$ cat config.mk
export PLATFORM = sky130hd
export DESIGN_NAME = deque_bulk_pop_engine
export DESIGN_NICKNAME = d
export VERILOG_FILES = /design/src/design/dbpe_pkg.sv /design/src/design/dbpe_mem.sv /design/src/design/dbpe_ctrl.sv /design/src/design/deque_bulk_pop_engine.sv
export VERILOG_INCLUDE_DIRS = /design/src /design/src/design
export SDC_FILE = /design/constraint.sdc
export NUM_CORES = 2
export LEC_CHECK = 0
export ABC_AREA = 0
export BUFFER_PORTS_ARGS = -buffer_cell sky130_fd_sc_hd__buf_2
export CAP_MARGIN = 10
export CORE_ASPECT_RATIO = 0.6
export CORE_MARGIN = 4
export CORE_UTILIZATION = 35
export CTS_BUF_LIST = sky130_fd_sc_hd__clkbuf_4
export CTS_CLUSTER_SIZE = 14
export DETAILED_ROUTE_END_ITERATION = 7
export GPL_TIMING_DRIVEN = 0
export PLACE_DENSITY = 0.56
export SLEW_MARGIN = 30
export SYNTH_ARGS = -nofsm -noshare
export SYNTH_HDL_FRONTEND = slang
export SYNTH_HIERARCHICAL = 1
export SYNTH_SLANG_ARGS = --single-unit
$ cat constraint.sdc
create_clock -name aclk -period 6.2 [get_ports aclk]
set_clock_uncertainty 0.15 [all_clocks]
set_input_delay 0.93 -clock aclk [delete_from_list [all_inputs] [get_ports aclk]]
set_output_delay 0.93 -clock aclk [all_outputs]
set_load 0.05 [all_outputs]
$ cat src/design/deque_bulk_pop_engine_macros.svh
// assertion macros used by the deque engine control module
`ifndef DEQUE_BULK_POP_ENGINE_MACROS_SVH
`define DEQUE_BULK_POP_ENGINE_MACROS_SVH

// same-cycle implication, disabled while reset is asserted
`define DBPE_ASSERT_SAME(label, clk, rstn, ante, cons) \
    label: assert property (@(posedge clk) disable iff (!(rstn)) (ante) |-> (cons)) \
        else $error("dbpe assertion failed");

// next-cycle implication, disabled while reset is asserted
`define DBPE_ASSERT_NEXT(label, clk, rstn, ante, cons) \
    label: assert property (@(posedge clk) disable iff (!(rstn)) (ante) |=> (cons)) \
        else $error("dbpe assertion failed");

`endif

$ cat src/design/dbpe_pkg.sv
// types and codes for the deque bulk pop engine
package dbpe_pkg;

    localparam int WORD_W  = 32;
    localparam int MODE_W  = 3;
    localparam int COUNT_W = 16;
    localparam int STAT_W  = 2;
    localparam int OCC_W   = 7;

    typedef enum logic [MODE_W-1:0] {
        MODE_PUSH_LEFT  = 3'd0,
        MODE_PUSH_RIGHT = 3'd1,
        MODE_POP_LEFT   = 3'd2,
        MODE_POP_RIGHT  = 3'd3,
        MODE_READ_OUT   = 3'd4
    } mode_t;

    typedef enum logic [STAT_W-1:0] {
        STATUS_OK    = 2'd0,
        STATUS_FULL  = 2'd1,
        STATUS_EMPTY = 2'd2
    } status_t;

    typedef enum logic [1:0] {
        ST_IDLE,
        ST_READ,
        ST_STREAM
    } state_t;

    typedef struct packed {
        logic [MODE_W-1:0]         mode;
        logic signed [WORD_W-1:0]  value;
        logic [COUNT_W-1:0]        count;
    } in_item_t;

    typedef struct packed {
        logic signed [WORD_W-1:0]  data_word;
        logic                      is_data;
        logic                      last;
        logic [STAT_W-1:0]         status;
        logic [OCC_W-1:0]          occupancy;
    } out_item_t;

endpackage

$ cat src/design/dbpe_mem.sv
// word store: one write port, one read port with registered read data
module dbpe_mem #(
    parameter int DEPTH = 64,
    parameter int AW    = 6
) (
    input  logic                               aclk,
    input  logic                               we,
    input  logic [AW-1:0]                      waddr,
    input  logic signed [dbpe_pkg::WORD_W-1:0] wdata,
    input  logic                               re,
    input  logic [AW-1:0]                      raddr,
    output logic signed [dbpe_pkg::WORD_W-1:0] rdata
);
    import dbpe_pkg::*;

    logic signed [WORD_W-1:0] store_mem [DEPTH];
    logic signed [WORD_W-1:0] rdata_reg;

    always_ff @(posedge aclk) begin
        if (we) begin
            store_mem[waddr] <= wdata;
        end
    end

    // read data holds until the next read
    always_ff @(posedge aclk) begin
        if (re) begin
            rdata_reg <= store_mem[raddr];
        end
    end

    assign rdata = rdata_reg;

endmodule

$ cat src/design/dbpe_ctrl.sv
// command decode, ring pointers, read-out sequencer and output register
`include "deque_bulk_pop_engine_macros.svh"
module dbpe_ctrl #(
    parameter int DEPTH = 64,
    parameter int AW    = 6
) (
    input  logic                               aclk,
    input  logic                               aresetn,
    input  logic                               s_valid,
    output logic                               s_ready,
    input  dbpe_pkg::in_item_t                 s_data,
    output logic                               m_valid,
    input  logic                               m_ready,
    output dbpe_pkg::out_item_t                m_data,
    output logic                               mem_we,
    output logic [AW-1:0]                      mem_waddr,
    output logic signed [dbpe_pkg::WORD_W-1:0] mem_wdata,
    output logic                               mem_re,
    output logic [AW-1:0]                      mem_raddr,
    input  logic signed [dbpe_pkg::WORD_W-1:0] mem_rdata
);
    import dbpe_pkg::*;

    localparam int CW = $clog2(DEPTH + 1);
    localparam int SW = CW + 1;

    state_t          state_reg, state_next;
    logic [AW-1:0]   head_reg, head_next;
    logic [CW-1:0]   fill_reg, fill_next;
    logic [AW-1:0]   rd_ptr_reg, rd_ptr_next;
    logic [CW-1:0]   rem_reg, rem_next;
    logic            out_valid_reg, out_valid_next;
    out_item_t       out_reg, out_next;

    logic            out_free;
    logic            accept;
    logic            is_full;
    logic [AW-1:0]   head_dec;
    logic [AW-1:0]   rd_ptr_inc;
    logic [SW-1:0]   tail_sum;
    logic [AW-1:0]   tail_slot;
    logic [CW-1:0]   pop_n;
    logic [SW-1:0]   pop_sum;
    logic [AW-1:0]   pop_head;
    out_item_t       stat_item;

    assign out_free = !out_valid_reg || m_ready;
    assign s_ready  = (state_reg == ST_IDLE) && out_free;
    assign accept   = s_valid && s_ready;
    assign m_valid  = out_valid_reg;
    assign m_data   = out_reg;

    assign is_full    = (fill_reg == CW'(DEPTH));
    assign head_dec   = (head_reg == '0) ? AW'(DEPTH - 1) : head_reg - AW'(1);
    assign rd_ptr_inc = (rd_ptr_reg == AW'(DEPTH - 1)) ? '0 : rd_ptr_reg + AW'(1);

    // head + offset stays below twice the depth, so one subtract wraps it
    assign tail_sum  = SW'(head_reg) + SW'(fill_reg);
    assign tail_slot = (tail_sum >= SW'(DEPTH)) ? AW'(tail_sum - SW'(DEPTH)) : AW'(tail_sum);

    assign pop_n    = (s_data.count < COUNT_W'(fill_reg)) ? CW'(s_data.count) : fill_reg;
    assign pop_sum  = SW'(head_reg) + SW'(pop_n);
    assign pop_head = (pop_sum >= SW'(DEPTH)) ? AW'(pop_sum - SW'(DEPTH)) : AW'(pop_sum);

    always_comb begin
        stat_item           = '0;
        stat_item.last      = 1'b1;
        stat_item.status    = STATUS_OK;
        stat_item.occupancy = OCC_W'(fill_reg);
    end

    // next state
    always_comb begin
        state_next = state_reg;
        case (state_reg)
            ST_IDLE: begin
                if (accept && s_data.mode == MODE_READ_OUT && fill_reg != '0) begin
                    state_next = ST_READ;
                end
            end
            ST_READ: begin
                state_next = ST_STREAM;
            end
            ST_STREAM: begin
                if (out_free && rem_reg == CW'(1)) begin
                    state_next = ST_IDLE;
                end
            end
            default: begin
                state_next = ST_IDLE;
            end
        endcase
    end

    // datapath and memory control
    always_comb begin
        head_next      = head_reg;
        fill_next      = fill_reg;
        rd_ptr_next    = rd_ptr_reg;
        rem_next       = rem_reg;
        out_next       = out_reg;
        out_valid_next = out_valid_reg && !m_ready;
        mem_we         = 1'b0;
        mem_waddr      = tail_slot;
        mem_wdata      = s_data.value;
        mem_re         = 1'b0;
        mem_raddr      = rd_ptr_reg;
        case (state_reg)
            ST_IDLE: begin
                if (accept) begin
                    case (s_data.mode)
                        MODE_PUSH_LEFT, MODE_PUSH_RIGHT: begin
                            out_valid_next = 1'b1;
                            out_next       = stat_item;
                            if (is_full) begin
                                out_next.status = STATUS_FULL;
                            end else begin
                                mem_we = 1'b1;
                                if (s_data.mode == MODE_PUSH_LEFT) begin
                                    mem_waddr = head_dec;
                                    head_next = head_dec;
                                end
                                fill_next          = fill_reg + CW'(1);
                                out_next.occupancy = OCC_W'(fill_reg + CW'(1));
                            end
                        end
                        MODE_POP_LEFT, MODE_POP_RIGHT: begin
                            out_valid_next     = 1'b1;
                            out_next           = stat_item;
                            fill_next          = fill_reg - pop_n;
                            out_next.occupancy = OCC_W'(fill_reg - pop_n);
                            if (s_data.mode == MODE_POP_LEFT) begin
                                head_next = pop_head;
                            end
                        end
                        MODE_READ_OUT: begin
                            if (fill_reg == '0) begin
                                out_valid_next  = 1'b1;
                                out_next        = stat_item;
                                out_next.status = STATUS_EMPTY;
                            end else begin
                                rd_ptr_next = head_reg;
                                rem_next    = fill_reg;
                            end
                        end
                        default: begin
                            // unknown commands are dropped without a result
                        end
                    endcase
                end
            end
            ST_READ: begin
                mem_re      = 1'b1;
                rd_ptr_next = rd_ptr_inc;
            end
            ST_STREAM: begin
                if (out_free) begin
                    out_valid_next     = 1'b1;
                    out_next.data_word = mem_rdata;
                    out_next.is_data   = 1'b1;
                    out_next.last      = (rem_reg == CW'(1));
                    out_next.status    = STATUS_OK;
                    out_next.occupancy = OCC_W'(fill_reg);
                    rem_next           = rem_reg - CW'(1);
                    // fetch the following word while this one goes out
                    if (rem_reg != CW'(1)) begin
                        mem_re      = 1'b1;
                        rd_ptr_next = rd_ptr_inc;
                    end
                end
            end
            default: begin
            end
        endcase
    end

    always_ff @(posedge aclk) begin
        if (!aresetn) begin
            state_reg     <= ST_IDLE;
            head_reg      <= '0;
            fill_reg      <= '0;
            rd_ptr_reg    <= '0;
            rem_reg       <= '0;
            out_valid_reg <= 1'b0;
        end else begin
            state_reg     <= state_next;
            head_reg      <= head_next;
            fill_reg      <= fill_next;
            rd_ptr_reg    <= rd_ptr_next;
            rem_reg       <= rem_next;
            out_valid_reg <= out_valid_next;
        end
    end

    always_ff @(posedge aclk) begin
        out_reg <= out_next;
    end

    `DBPE_ASSERT_SAME(a_fill_bound, aclk, aresetn, 1'b1, fill_reg <= CW'(DEPTH))
    `DBPE_ASSERT_SAME(a_rem_live, aclk, aresetn, state_reg != ST_IDLE, rem_reg != '0)
    `DBPE_ASSERT_NEXT(a_fill_hold, aclk, aresetn, state_reg != ST_IDLE, $stable(fill_reg))
    `DBPE_ASSERT_NEXT(a_last_ends, aclk, aresetn, state_reg == ST_STREAM && out_free && rem_reg == CW'(1), state_reg == ST_IDLE && m_valid && m_data.last)

endmodule

$ cat src/design/deque_bulk_pop_engine.sv
// push/pop: one command per cycle while output is free; status result registered
// read-out: a read state fetches the head word from the store's registered read port,
// then a word per cycle while output is free; input stalls until the last word is loaded
// full output register lets a new command in on the cycle its result is taken
// aresetn clears head, fill count and output valid; the word store keeps its contents
module deque_bulk_pop_engine #(
    parameter int DEPTH = 64
) (
    input  logic                aclk,
    input  logic                aresetn,
    input  logic                s_valid,
    output logic                s_ready,
    input  dbpe_pkg::in_item_t  s_data,
    output logic                m_valid,
    input  logic                m_ready,
    output dbpe_pkg::out_item_t m_data
);
    import dbpe_pkg::*;

    localparam int AW = $clog2(DEPTH);

    logic                     mem_we;
    logic [AW-1:0]            mem_waddr;
    logic signed [WORD_W-1:0] mem_wdata;
    logic                     mem_re;
    logic [AW-1:0]            mem_raddr;
    logic signed [WORD_W-1:0] mem_rdata;

    dbpe_mem #(
        .DEPTH (DEPTH),
        .AW    (AW)
    ) u_mem (
        .aclk  (aclk),
        .we    (mem_we),
        .waddr (mem_waddr),
        .wdata (mem_wdata),
        .re    (mem_re),
        .raddr (mem_raddr),
        .rdata (mem_rdata)
    );

    dbpe_ctrl #(
        .DEPTH (DEPTH),
        .AW    (AW)
    ) u_ctrl (
        .aclk      (aclk),
        .aresetn   (aresetn),
        .s_valid   (s_valid),
        .s_ready   (s_ready),
        .s_data    (s_data),
        .m_valid   (m_valid),
        .m_ready   (m_ready),
        .m_data    (m_data),
        .mem_we    (mem_we),
        .mem_waddr (mem_waddr),
        .mem_wdata (mem_wdata),
        .mem_re    (mem_re),
        .mem_raddr (mem_raddr),
        .mem_rdata (mem_rdata)
    );

endmodule

Yosys cells after proc, flatten, opt, wreduce, memory -nomap -nowiden
Memories as Yosys holds them, arrays and structs flattened. A register that Yosys moved wholly into a read port is not among the register bits.
Index checks and enable logic that the tools add are counted.

word-level totals
  word-level logic and storage cells = 122
  memories kept = 1
  bits in registers = 72
  memory bits (writable) = 2,048
  output and inout bits = 45

memory list
  memory           words  width  read ports  clocked after Yosys merged registers in  write ports  line            RTL
  u_mem.store_mem  64     32     1           1                                        1            dbpe_mem.sv:16  logic signed [WORD_W-1:0] store_mem [DEPTH];

operators by class
  $add $sub $neg = 9
  reduce and logical (&&, ||, !) cells = 26
  $lt $le $gt $ge = 3
  multiplexer cells = 50
  eq/ne operators = 22

operator list
  kind                                                                      number
  43-bit two-way mux                                                        3
  43-bit case mux with 3 select lines                                       1
  6-bit two-way mux                                                         17
  43-bit case mux with 2 select lines                                       1
  7-bit two-way mux                                                         6
  7-bit case mux with 2 select lines                                        2
  6-bit case mux with 3 select lines                                        1
  6-bit by 1-bit subtractor with 6-bit output (second input constant)       3
  6-bit by 7-bit adder with 8-bit output                                    2
  8-bit by 7-bit >= comparator with 1-bit output (second input constant)    2
  16-bit by 7-bit less-than comparator with 1-bit output                    1
  1-bit two-way mux                                                         12
  2-bit by 1-bit inequality test with 1-bit output (second input constant)  6
  6-bit case mux with 2 select lines                                        1
  6-bit AND reduction                                                       2
  5-bit AND reduction                                                       2
  2-bit inequality test (second input constant)                             4
  7-bit by 1-bit adder with 7-bit output (second input constant)            1
  7-bit by 1-bit == test with 1-bit output (second input constant)          1
  7-bit == test (second input constant)                                     1
  7-bit logical NOT                                                         1
  7-bit by 1-bit inequality test with 1-bit output (second input constant)  1
  7-bit nonzero test                                                        1
  7-bit by 1-bit subtractor with 7-bit output (second input constant)       1
  25 further kinds                                                          37

Depth between registers and ports, before layout
  word-level depth = 8
  mapped depth = 18

Cells and area by module
Netlist, hierarchy kept.

by module, submodules not included
  module     times used  cells an instance  sequential area each (um^2)  area each (um^2)
  dbpe_mem   1           3,324              62,459.9                     78,835.6
  dbpe_ctrl  1           523                1,871.8                      4,798.4

Least setup slack after synthesis
OpenSTA, ideal clock, no wires.

  path kind = input to register
  start point = input m_ready
  end point = memory u_mem.store_mem[48][0], enable pin
  cell stages on the path = 11
  path buffers = 2
  setup time = 461 ps
  arrival = 4,593 ps
  setup slack = 996 ps
  cells stage by stage = nand2b_4 nand3_1 nor2_1 nand3_1 buf_2 nor2_1 a21oi_1 clkbuf_1 nor2b_1 nand4b_1 nor3_1

on the way
  elaborated cells on any way between the ends = 9

RTL lines
  item                    line                         RTL
  from (decl)             deque_bulk_pop_engine.sv:15  input logic m_ready,
  1-bit logical OR        dbpe_ctrl.sv:47              assign out_free = !out_valid_reg || m_ready;
  1-bit logical AND       dbpe_ctrl.sv:48              assign s_ready = (state_reg == ST_IDLE) && out_free;
  1-bit logical AND       dbpe_ctrl.sv:49              assign accept = s_valid && s_ready;
  6-bit two-way mux       dbpe_ctrl.sv:110             if (accept) begin
  6-bit two-way mux       dbpe_ctrl.sv:108             case (state_reg)
  named net mem_waddr[3]  deque_bulk_pop_engine.sv:23  logic [AW-1:0] mem_waddr;
  to (decl)               dbpe_mem.sv:16

The timed path passes the listed nets, and every way through them passes these cells.

Worst setup path in the final report
  start point = register u_ctrl.state_reg[1]
  end point = memory u_mem.store_mem[31][27], enable pin

on the way
  elaborated cells on any way between the ends = 9

RTL lines
  item                    line                               RTL
  from (decl)             dbpe_ctrl.sv:27                    state_t state_reg, state_next;
  from (signal assigned)  dbpe_ctrl.sv:186                   state_reg <= state_next;
  2-bit logical NOT *     dbpe_ctrl.sv:48, dbpe_ctrl.sv:108
  1-bit logical AND       dbpe_ctrl.sv:48
  1-bit logical AND       dbpe_ctrl.sv:49
  6-bit two-way mux       dbpe_ctrl.sv:110
  6-bit two-way mux *     dbpe_ctrl.sv:108
  named net mem_waddr[1]  deque_bulk_pop_engine.sv:23

The timed path passes the listed nets; every way through them passes the cells marked *.

==> key figures <==
Run status
  – Status: finished, final reports clean

Critical path
  – CP max FO: 12
  – Required @ worst endpoint: 6930 ps
  – CP Class: reg2reg
  – FF-to-FF End: u_mem/store_mem[31][27]
  – Crit path launch: u_ctrl/state_reg[1]
  – Crit-path cells: inv_1 -> ha_1 -> nand3_1 -> nor2_1 -> nand3_1 -> buf_2 -> mux2i_1 -> clkbuf_1 -> nand4_1 -> nor2_4 -> buf_16 -> buf_16 -> buf_16
  – Register-to-Register Setup Slack: 950 ps
  – CP arrival: 5970 ps
  – Nature of the critical path startpoint: flop
  – Worst reg2reg path depth: 13
  – Crit path capture type: flop
  – Crit path largest cell delay: 880 ps
  – Number of buffers and inverters on the critical path: 6
  – Worst setup endpoint: u_mem/store_mem[31][27]
  – Family with the most delay on the worst path: simple AND/OR/NAND/NOR gates
  – Worst path depth: 13
  – Critical-path top delay cell: nand4_1
  – Reg-to-reg startpoint: u_ctrl/state_reg[1]
  – CP most frequent cell: buf_16

Timing
  – Final setup viols: 0
  – FMAX: 0.191 GHz
  – Max-slew violations: 0
  – Final Cycle Share: 84.6%
  – Final hold violation count: 0
  – Final min period: 5250 ps
  – RSZ-0062 raised after global routing: false
  – Worst rel slew slack: 27.0%
  – Setup TNS: 0 ps
  – Worst Max-Slew Pin Slew: 1090 ps

Global route
  – Global-route wire length before repair: 377000 um
  – Initial antenna violation count: 26
  – Gr usage total: 22.3%
  – Grt ovf: 0
  – Number of global-route vias before repair: 44300
  – Largest net degree at the start of global routing: 65

Placement
  – I/O Buffers: 66
  – Post-Place Cell Area: 92700 um2
  – Detail Placement HPWL: 193000 um
  – Routability cong.: 0.881

Routing
  – DRC Markers: 0
  – Post-Route WL: 281000 um
  – Drt pass-1 iters: 5
  – Iteration-0 DRC Markers: 8452
  – Vias per cell: 5.84
  – Via count: 47200
  – DRT antenna net count: 0
  – DR WL/cell: 34.9 um

Power
  – NetSw: 10.6 mW
  – P_leak: 30.7 nW
  – Fraction of power spent switching nets: 30.4%
  – VDD IR-drop max: 0.179 mV
  – Cell internal pwr: 24.2 mW
  – Clock network power share: 31.2%
  – Flop pwr share: 46.7%
  – Comb power frac: 22.2%
  – PD cells: 352 nW/um2

Clock tree
  – Clock Latency Late Sink: 1290 ps
  – Clk slew on worst S/H paths: 80 ps
  – CTS tree: built
  – Root Driver: clkbuf_4
  – Clock Path Buffers: 4
  – CTS Sinks: 2152
  – H-tree depth: 5
  – Total CTS buffers: 466

Synthesis
  – Synth Cell Area: 83600 um2
  – Unique masters post-synth: 73
  – Number of synthesized register bits: 2152
  – Register area share after synthesis: 76.9%
  – Post-Syn Nets: 3938
  – Ys flop type: edfxtp_1
  – Post-synth ARST share: 0%
  – Mapped Avg Cell Area: 21.7 um2
  – Yosys warnings: 6
  – Mapped Cells: 3847
  – Number of flops mapped to enable cells by yosys: 2123

Floorplan
  – Core Box Area: 237000 um2
  – IO Count: 100
  – Die height: 387 um
  – Die width: 639 um
  – Placement row count: 138
  – Initial core utilization: 35.3%
  – DIE AREA: 247000 um2

Final layout
  – Area Overhead vs Synth: 18.1%
  – Max reg flops: 2048
  – Share of post-route cells with drive strength above 1: 36.2%
  – Commonest non-fill, non-tap cells in the layout: edfxtp_1, clkbuf_4, mux4_2
  – Final net count: 4657
  – Commonest non-fill, non-tap cell in the layout: edfxtp_1
  – Final instance area: 98700 um2

Job
  – Maxcap violations: 0

Min path
  – Hold path startpoint: s_data[32]
  – HP Class: in2reg
cells by family after synthesis:
| kind of cell | Yosys count | synth area share (%) |
|---|---|---|
| AOI/OAI and AO/OA | 337 | 2.64 |
| xor gates and xnor gates | 14 | 0.147 |
| adders and majority gates | 36 | 0.566 |
| buffers and inverters | 266 | 1.61 |
| DFF | 2152 | 76.9 |
| muxes | 642 | 15.8 |
| and+or+nand+nor | 400 | 2.29 |
power groups by stage:
stage          logic, mW  clock network (mW)  registers [mW]
3_5_place_dp        7.42                   0            16.5
6_report            7.70                10.8            16.2
3_3_place_gp        7.27                   0            16.6
4_1_cts             7.45                11.1            16.2
5_1_grt             7.85                11.8            16.2
2_1_floorplan       4.19                   0            16.6
cell type report:
type | instances | area [um2]
timing repair buffer | 251 | 4740
fill | 20700 | 138000
clock buffer | 699 | 5250
tap | 3150 | 3940
clock inverter | 97 | 533
buffer | 238 | 1300
sequential | 2152 | 64300
antenna | 27 | 67.6
multi-input combinational | 1429 | 18500
inverter | 28 | 105
cells in the mapped netlist (all sizes together), types with 3 or more instances:
master / instances / share of area, %
o221a: 3 / 0.040
nand2: 67 / 0.30
a311oi: 10 / 0.10
nor2: 176 / 0.79
ha: 33 / 0.49
nor2b: 22 / 0.16
a21oi: 97 / 0.58
or2: 5 / 0.037
nand3: 24 / 0.16
o221ai: 30 / 0.31
buf: 152 / 1.1
edfxtp: 2123 / 76
a22oi: 12 / 0.11
xnor2: 10 / 0.10
nand4b: 3 / 0.031
nor3: 18 / 0.11
or3: 8 / 0.060
nand2b: 15 / 0.12
fa: 3 / 0.072
o21a: 5 / 0.045
nand3b: 6 / 0.054
nor4: 4 / 0.048
clkbuf: 86 / 0.39
a21o: 10 / 0.090
o211a: 3 / 0.036
and2: 36 / 0.27
or3b: 5 / 0.052
o2111ai: 3 / 0.031
o22ai: 92 / 0.69
o21ai: 32 / 0.19
inv: 28 / 0.13
a211oi: 6 / 0.060
xor2: 4 / 0.042
dfxtp: 29 / 0.69
and3: 8 / 0.060
o32ai: 4 / 0.042
a41o: 5 / 0.060
a31oi: 6 / 0.045
mux4: 544 / 15
mux2i: 98 / 1.2
worst min path at each step:
stage | cells after the start | slack [ps] | end
final | 1 | 70 | u_mem/store_mem[28][16]
after global routing | 1 | -6 | u_mem/store_mem[18][16]
after CTS | 1 | 10 | u_mem/store_mem[17][18]
after detailed placement | 2 | 320 | u_ctrl/rem_reg[1]
after global placement | 2 | 310 | u_ctrl/rem_reg[1]
after floorplan | 2 | 290 | u_ctrl/rem_reg[1]
metrics by stage:
stage                     setup WS (ps)  utilization, %  total power, mW  instances  hold WS [ps]
after global routing                902            41.7             35.9       8061         -6.27
after CTS                          1080            41.7             34.7       8044          11.2
final                               954            41.7             34.8       8071          67.5
after floorplan                     996               -             20.8       3847           291
after global placement            -3610            37.1             23.8       7063           312
after detailed placement            652            39.2             24.0       7233           323
worst reg2reg max path, cell delays in order (launching register included):
cell	delay (ps)
dfxtp_1	350
inv_1	90
ha_1	250
nand3_1	130
nor2_1	540
nand3_1	230
buf_2	240
mux2i_1	210
clkbuf_1	380
nand4_1	880
nor2_4	850
buf_16	230
buf_16	160
buf_16	190
repair_timing:
action	4_1_cts	5_1_grt
setup buffers	0	0
hold buffers	15	0
setup endpoints to repair	0	0
hold endpoints to repair	212	0
gates resized for setup	0	0
metal layers:
layer,global-route usage (%),part of all wire [%],vias to the layer above
met2,28.8,40,3601
li1,-,-,18000
met3,9.28,16,446
met1,33.8,42,25200
met4,6.14,2.6,4
met5,0,0.0078,-
Power figures use the tool's default switching activity.
